### src/hdl/fvs_pkg.sv
package fvs_pkg;

	localparam int VIS_W = 8;
	localparam int PIX_W = 20;
	localparam int NUM_W = 28;
	localparam int QUOT_STEPS = 8;
	localparam int QUEUE_DEPTH = 2;
	localparam logic [VIS_W-1:0] VIS_MAX = 8'd255;

	typedef enum logic [2:0] {
		FS_IDLE,
		FS_NUM,
		FS_SAT,
		FS_DIV,
		FS_PUSH
	} fvs_front_state_t;

	typedef struct packed {
		logic             marker;
		logic             slot_ok;
		logic             frame_last;
		logic [VIS_W-1:0] latest;
	} fvs_tag_t;

	localparam int TAG_W = $bits(fvs_tag_t);

	function automatic logic [VIS_W-1:0] smooth_step(input logic [VIS_W-1:0] old,
		input logic [VIS_W-1:0] latest);
		logic [VIS_W+1:0] rise;
		logic [VIS_W:0]   fall;
		rise = {2'b00, old} + {1'b0, old, 1'b0} + {2'b00, latest};
		fall = {1'b0, old} + {1'b0, latest};
		if (latest == '0) begin
			return '0;
		end else if (latest > old) begin
			return rise[VIS_W+1:2];
		end else if (latest < old) begin
			return fall[VIS_W:1];
		end
		return old;
	endfunction

endpackage

### src/hdl/fvs_queue.sv
module fvs_queue
	import fvs_pkg::*;
#(
	parameter int WIDTH = 16
) (
	input  logic             clk,
	input  logic             arst_n,
	input  logic             push_valid,
	output logic             push_full,
	input  logic [WIDTH-1:0] push_word,
	output logic             pop_valid,
	input  logic             pop_ready,
	output logic [WIDTH-1:0] pop_word
);

	localparam int PTR_W = $clog2(QUEUE_DEPTH);
	localparam int CNT_W = $clog2(QUEUE_DEPTH + 1);

	logic [WIDTH-1:0] slot_q [QUEUE_DEPTH];
	logic [PTR_W-1:0] wr_q;
	logic [PTR_W-1:0] rd_q;
	logic [CNT_W-1:0] count_q;
	logic             do_push;
	logic             do_pop;

	assign push_full = count_q == CNT_W'(QUEUE_DEPTH);
	assign pop_valid = count_q != '0;
	assign pop_word = slot_q[rd_q];
	assign do_push = push_valid && !push_full;
	assign do_pop = pop_valid && pop_ready;

	always_ff @(posedge clk or negedge arst_n) begin
		if (!arst_n) begin
			wr_q <= '0;
			rd_q <= '0;
			count_q <= '0;
		end else begin
			if (do_push) begin
				wr_q <= (wr_q == PTR_W'(QUEUE_DEPTH - 1)) ? '0 : wr_q + 1'b1;
			end
			if (do_pop) begin
				rd_q <= (rd_q == PTR_W'(QUEUE_DEPTH - 1)) ? '0 : rd_q + 1'b1;
			end
			if (do_push && !do_pop) begin
				count_q <= count_q + 1'b1;
			end else if (do_pop && !do_push) begin
				count_q <= count_q - 1'b1;
			end
		end
	end

	always_ff @(posedge clk) begin
		if (do_push) begin
			slot_q[wr_q] <= push_word;
		end
	end

endmodule

### config.mk
export PLATFORM = sky130hd
export DESIGN_NAME = fvs_queue
export DESIGN_NICKNAME = d
export VERILOG_FILES = /design/src/hdl/fvs_pkg.sv /design/src/hdl/fvs_queue.sv
export SDC_FILE = /design/constraint.sdc
export NUM_CORES = 1
export LEC_CHECK = 0
export BUFFER_PORTS_ARGS = -buffer_cell sky130_fd_sc_hd__buf_2
export CAP_MARGIN = 20
export CORE_ASPECT_RATIO = 0.6
export CORE_MARGIN = 2
export CORE_UTILIZATION = 30
export DETAILED_ROUTE_END_ITERATION = 16
export GPL_ROUTABILITY_DRIVEN = 0
export SLEW_MARGIN = 0
export SYNTH_ARGS = -nofsm -noshare
export SYNTH_HDL_FRONTEND = slang
export SYNTH_SLANG_ARGS = --single-unit
export TNS_END_PERCENT = 5
### constraint.sdc
create_clock -name clk -period 2 [get_ports clk]
set_input_delay 0.2 -clock clk [delete_from_list [all_inputs] [get_ports clk]]
set_output_delay 0.2 -clock clk [all_outputs]
set_load 0.02 [all_outputs]
Yosys cells after proc, flatten, opt, wreduce, memory -nomap -nowiden
Memories as Yosys holds them, arrays and structs flattened.
Index checks and enable logic that the tools add are counted.
- register bits: 4
- bits in writable memories: 32
- output and inout bits: 18
- logic and storage cells: 24
- memories: 1
- add/subtract/negate cells: 4
- equal/unequal tests: 1
- multiplexer cells: 6
- reductions and logical operators: 9
- memories (name ; depth ; width ; rd ports ; clocked after Yosys merged registers in ; write ports ; RTL line ; RTL):
    slot_q ; 2 ; 16 ; 1 ; 0 ; 1 ; fvs_queue.sv:19 ; logic [WIDTH-1:0] slot_q [QUEUE_DEPTH];
- operator list (kind ; count):
    $logic_and 1x1->1 ; 4
    $mux 1 ; 4
    $mux 2 ; 2
    $reduce_bool 2->1 ; 2
    $logic_not 1->1 ; 3
    $add 1x1->1 const B ; 2
    $add 2x1->2 const B ; 1
    $eq 2x2->1 const B ; 1
    $sub 2x1->2 const B ; 1

Logic depth before layout (Yosys ltp)
- word-level depth: 7
- gate-level depth with buffers: 7

Worst setup path after synthesis
OpenSTA, ideal clock, no wires.
- path kind: reg-to-reg
- start: reg count_q[0]
- end: mem slot_q[0][0], enable pin
- setup time: 0.388 ns
- arrival time: 1.317 ns
- required time: 1.612 ns
- path slack: 0.295 ns
- stages on the path, launching flop included: 4
- buffers on the path: 0
- cell sequence: dfrtp_1 -> nand2b_1 -> nand2_1 -> nor2_1
- word-level cells in the longest chain between the ends: 5
- ends and longest elaborated chain (item ; RTL line ; RTL):
    start: declaration ; fvs_queue.sv:22 ; logic [CNT_W-1:0] count_q;
    start signal: assignment ; fvs_queue.sv:45 ; count_q <= count_q + 1'b1;
    start signal: assignment ; fvs_queue.sv:47 ; count_q <= count_q - 1'b1;
    $eq 2x2->1 ; fvs_queue.sv:26 ; assign push_full = count_q == CNT_W'(QUEUE_DEPTH);
    $logic_not 1->1 ; fvs_queue.sv:29 ; assign do_push = push_valid && !push_full;
    $logic_and 1x1->1 ; fvs_queue.sv:29 ;
    $mux 1 ; fvs_queue.sv:53 ; if (do_push) begin
    $mux 1 (not written as such) ; fvs_queue.sv:54 ; slot_q[wr_q] <= push_word;
    end: declaration ; fvs_queue.sv:19 ;
No other way between the ends.

Final worst setup path
- start: reg rd_q
- end: out pop_word[14]
- word-level cells in the longest chain between the ends: 1
- ends and longest elaborated chain (item ; RTL line ; RTL):
    start: declaration ; fvs_queue.sv:21 ; logic [PTR_W-1:0] rd_q;
    start signal: assignment ; fvs_queue.sv:42 ; rd_q <= (rd_q == PTR_W'(QUEUE_DEPTH - 1)) ? '0 : rd_q + 1'b1;
    $mem_v2 2x16 ; - ;
    end: declaration ; fvs_queue.sv:13 ; output logic [WIDTH-1:0] pop_word
No other way between the ends.

==> flow_summary.toml <==
[status]
status = "finished, final reports clean"

[power]
power_frac_comb = 0.378
p_leak_nw = 0.7122
cellPowerDensity_mw_per_mm2 = 1468
power.total_mw = 2.595
swShare = 0.3296
p_sw_uw = 855.2
p_seq_frac = 0.439
p_int_mw = 1.740
clockPowerShare = 0.183
peakVddDrop_mv = 0.3633

[route]
routedWlPerCell_um = 12.68
drt-initial-drc-count = 17
first_pass_iters = 3
wl_um = 2270
detail-route-antenna-nets = 0
drc = 0
vias = 712
vias_per_cell = 3.978

[global_routing]
grtUsageTotal = 0.09378
globalRouteMet1Util = 0.09983
use_met3 = 0.04359
use_met2 = 0.1637
grt_pass1_vias = 746
antenna_found_initial = 0
grt.overflow.total = 0
grt_pass1_wl_um = 3546
grt-busiest-layer = "met2"
grt_max_degree = 17

[finish]
drive_gt1_frac = 0.5431
antenna_cells = 0
fin_nets = 136
area_delta_synth_final_pct = 25.71
stdcell_area_mm2 = 0.001768

[clocking]
clk_latency_ns = 0.28
clk_path_buf_depth = 2
clock_sinks = 36
post_cts_buffers = 0
numCtsBuffers = 5
ctsRootBufferMaster = "clkbuf_8"
htreeDepth = 2
cts_tree = "yes"
cts.clk_slew.worst_paths_ns = 0.07

[critical_path]
critPathLaunchType = "flip-flop"
crit_arrival_ns = 1.54
cp-end-kind = "primary output"
cp_data_required_time_ns = 1.80
cpMaxStageDelayCell = "dfrtp_1"
cp_cell_sequence = "buf_12 > mux2_2 > buf_2"
path_class = "flip-flop to primary output"
cp_max_fo = 10
max_stage_delay_ns = 0.58

[sta]
setup_tns_ns = 0
hold-worst-slack_ns = 0.1108
worst_pin_slew_ns = 0.3875
fmax_mhz = 575.4
clock_skew_ns = 0.007460
relSlewSlack = 0.7417
final-setup-viol-count = 0
final_hold_viol_count = 0
period_minus_slack_ns = 1.738
min_period_over_period = 0.8690
slew_violations = 0
rsz0062_at_grt = "no"

[synthesis]
synth_ff_type = "edfxtp_1"
netlist_area_mm2 = 0.001406
ys_seq_area_frac = 0.7544
synth_top_family_by_area = "multiplexers"
synth_area_leaders = "edfxtp_1 68%, mux2_4 9.6%, dfrtp_1 7.1%"
synth_fp_nets = 90
synth_compound_area_frac = 0
yosysTopAreaCellShare = 0.6833
post-synth-top-area-cell = "edfxtp_1"
synth_edf_count = 32
synthAdderAreaFrac = 0.008897
synth.distinct_cells = 16
synth-async-reset-ratio = 0.1111
ys_ff_latch = 36
synthTopCellsByCount = "32 x edfxtp_1, 9 x mux2_4, 7 x mux2_2"
synthCells = 69
synth.most_common_cell = "edfxtp_1"
synth_xor_area_frac = 0.03114
muxShareOfSynthArea = 0.1521
synthSimpleGateAreaFrac = 0.02580
synth.avg_cell_area_um2 = 20.38
yosysWarnings = 0

[place]
portBuffers = 37
dp_hpwl_um = 1689
place_area_mm2 = 0.001674

[run]
maxCapViolations = 0

[die]
die_height_um = 57.04
rows = 19
num_io_pins = 38
die_area_mm2 = 0.005269
core_area_mm2 = 0.004541
die_w_um = 92.39
initial_utilization = 0.3097

[hold_path]
hold_class = "input pin to flip-flop"
==> metal layers <==
layer | vias to the layer above | wire length, um
li1 | 348 | -
met1 | 345 | 876
met2 | 17 | 1266
met3 | 2 | 116
met4 | 0 | 10
met5 | - | 0
==> what timing repair did <==
action                                 CTS  global route
endpoints found under the hold margin    4             0
resized for setup                        0             0
hold buffers                             1             0
==> cell families after synthesis <==
logic type    after synthesis
xor+xnor                    5
fa+ha+maj                   1
buf+inv                     4
flops                      36
mux                        16
simple gates                7
==> state kept, by name, indices dropped and copies added, names as in the netlist <==
register	count
wr_q	1
slot_q	32
rd_q	1
count_q	2
==> final timing paths <==
kind                                end  slack (ns)    startpoint  depth (start not counted)
min in group asynchronous    count_q[1]        0.26        arst_n                          2
min reg2reg                        wr_q        0.50          wr_q                          1
max reg2reg                  count_q[1]        0.54    count_q[0]                          6
max                        pop_word[14]        0.26          rd_q                          3
min                        slot_q[1][3]        0.11  push_word[3]                          1
max in group asynchronous          rd_q        1.62        arst_n                          2
==> layout by cell type (no fill, tap or decap), drive strengths merged <==
cell	instances
inv	2
buf	40
nor2	2
clkinv	1
xor2	2
nand2b	1
clkinvlp	1
dfrtp	4
or2	1
ha	1
nand2	2
edfxtp	32
dlygate4sd3	1
xnor2	3
and3	1
mux2	16
clkbuf	6
==> metrics by stage <==
step	setup WS, ns	instances	util
detailed placement	0.5184	170	0.3687
floorplan	0.2946	69	-
finish	0.2621	179	0.3894
global route	0.1686	179	0.3894
global placement	0.5667	170	0.3687
CTS	0.2288	179	0.3894
==> cell type report <==
class / instances / area (um2)
Multi-Input combinational cell: 29 / 306.5
Inverter: 2 / 7.507
Clock inverter: 2 / 11.26
Fill cell: 420 / 2773
Tap cell: 63 / 78.83
Clock buffer: 6 / 72.57
Timing Repair Buffer: 41 / 230.2
Sequential cell: 36 / 1061
==> power groups by stage <==
stage | sequential (mW) | combinational, mW | clock [mW]
floorplan | 1.11 | 0.778 | 0
global placement | 1.14 | 0.976 | 0
detailed placement | 1.16 | 1.00 | 0
CTS | 1.14 | 1.00 | 0.494
global route | 1.16 | 1.06 | 0.536
finish | 1.14 | 0.982 | 0.474
==> critical path, delay by kind of cell, from the launching register on <==
family,cells,cell delay [ns]
buffers and inverters,2,0.36
muxes,1,0.33
DFF,1,0.58
Note: power is estimated with default switching activity, not from simulation.
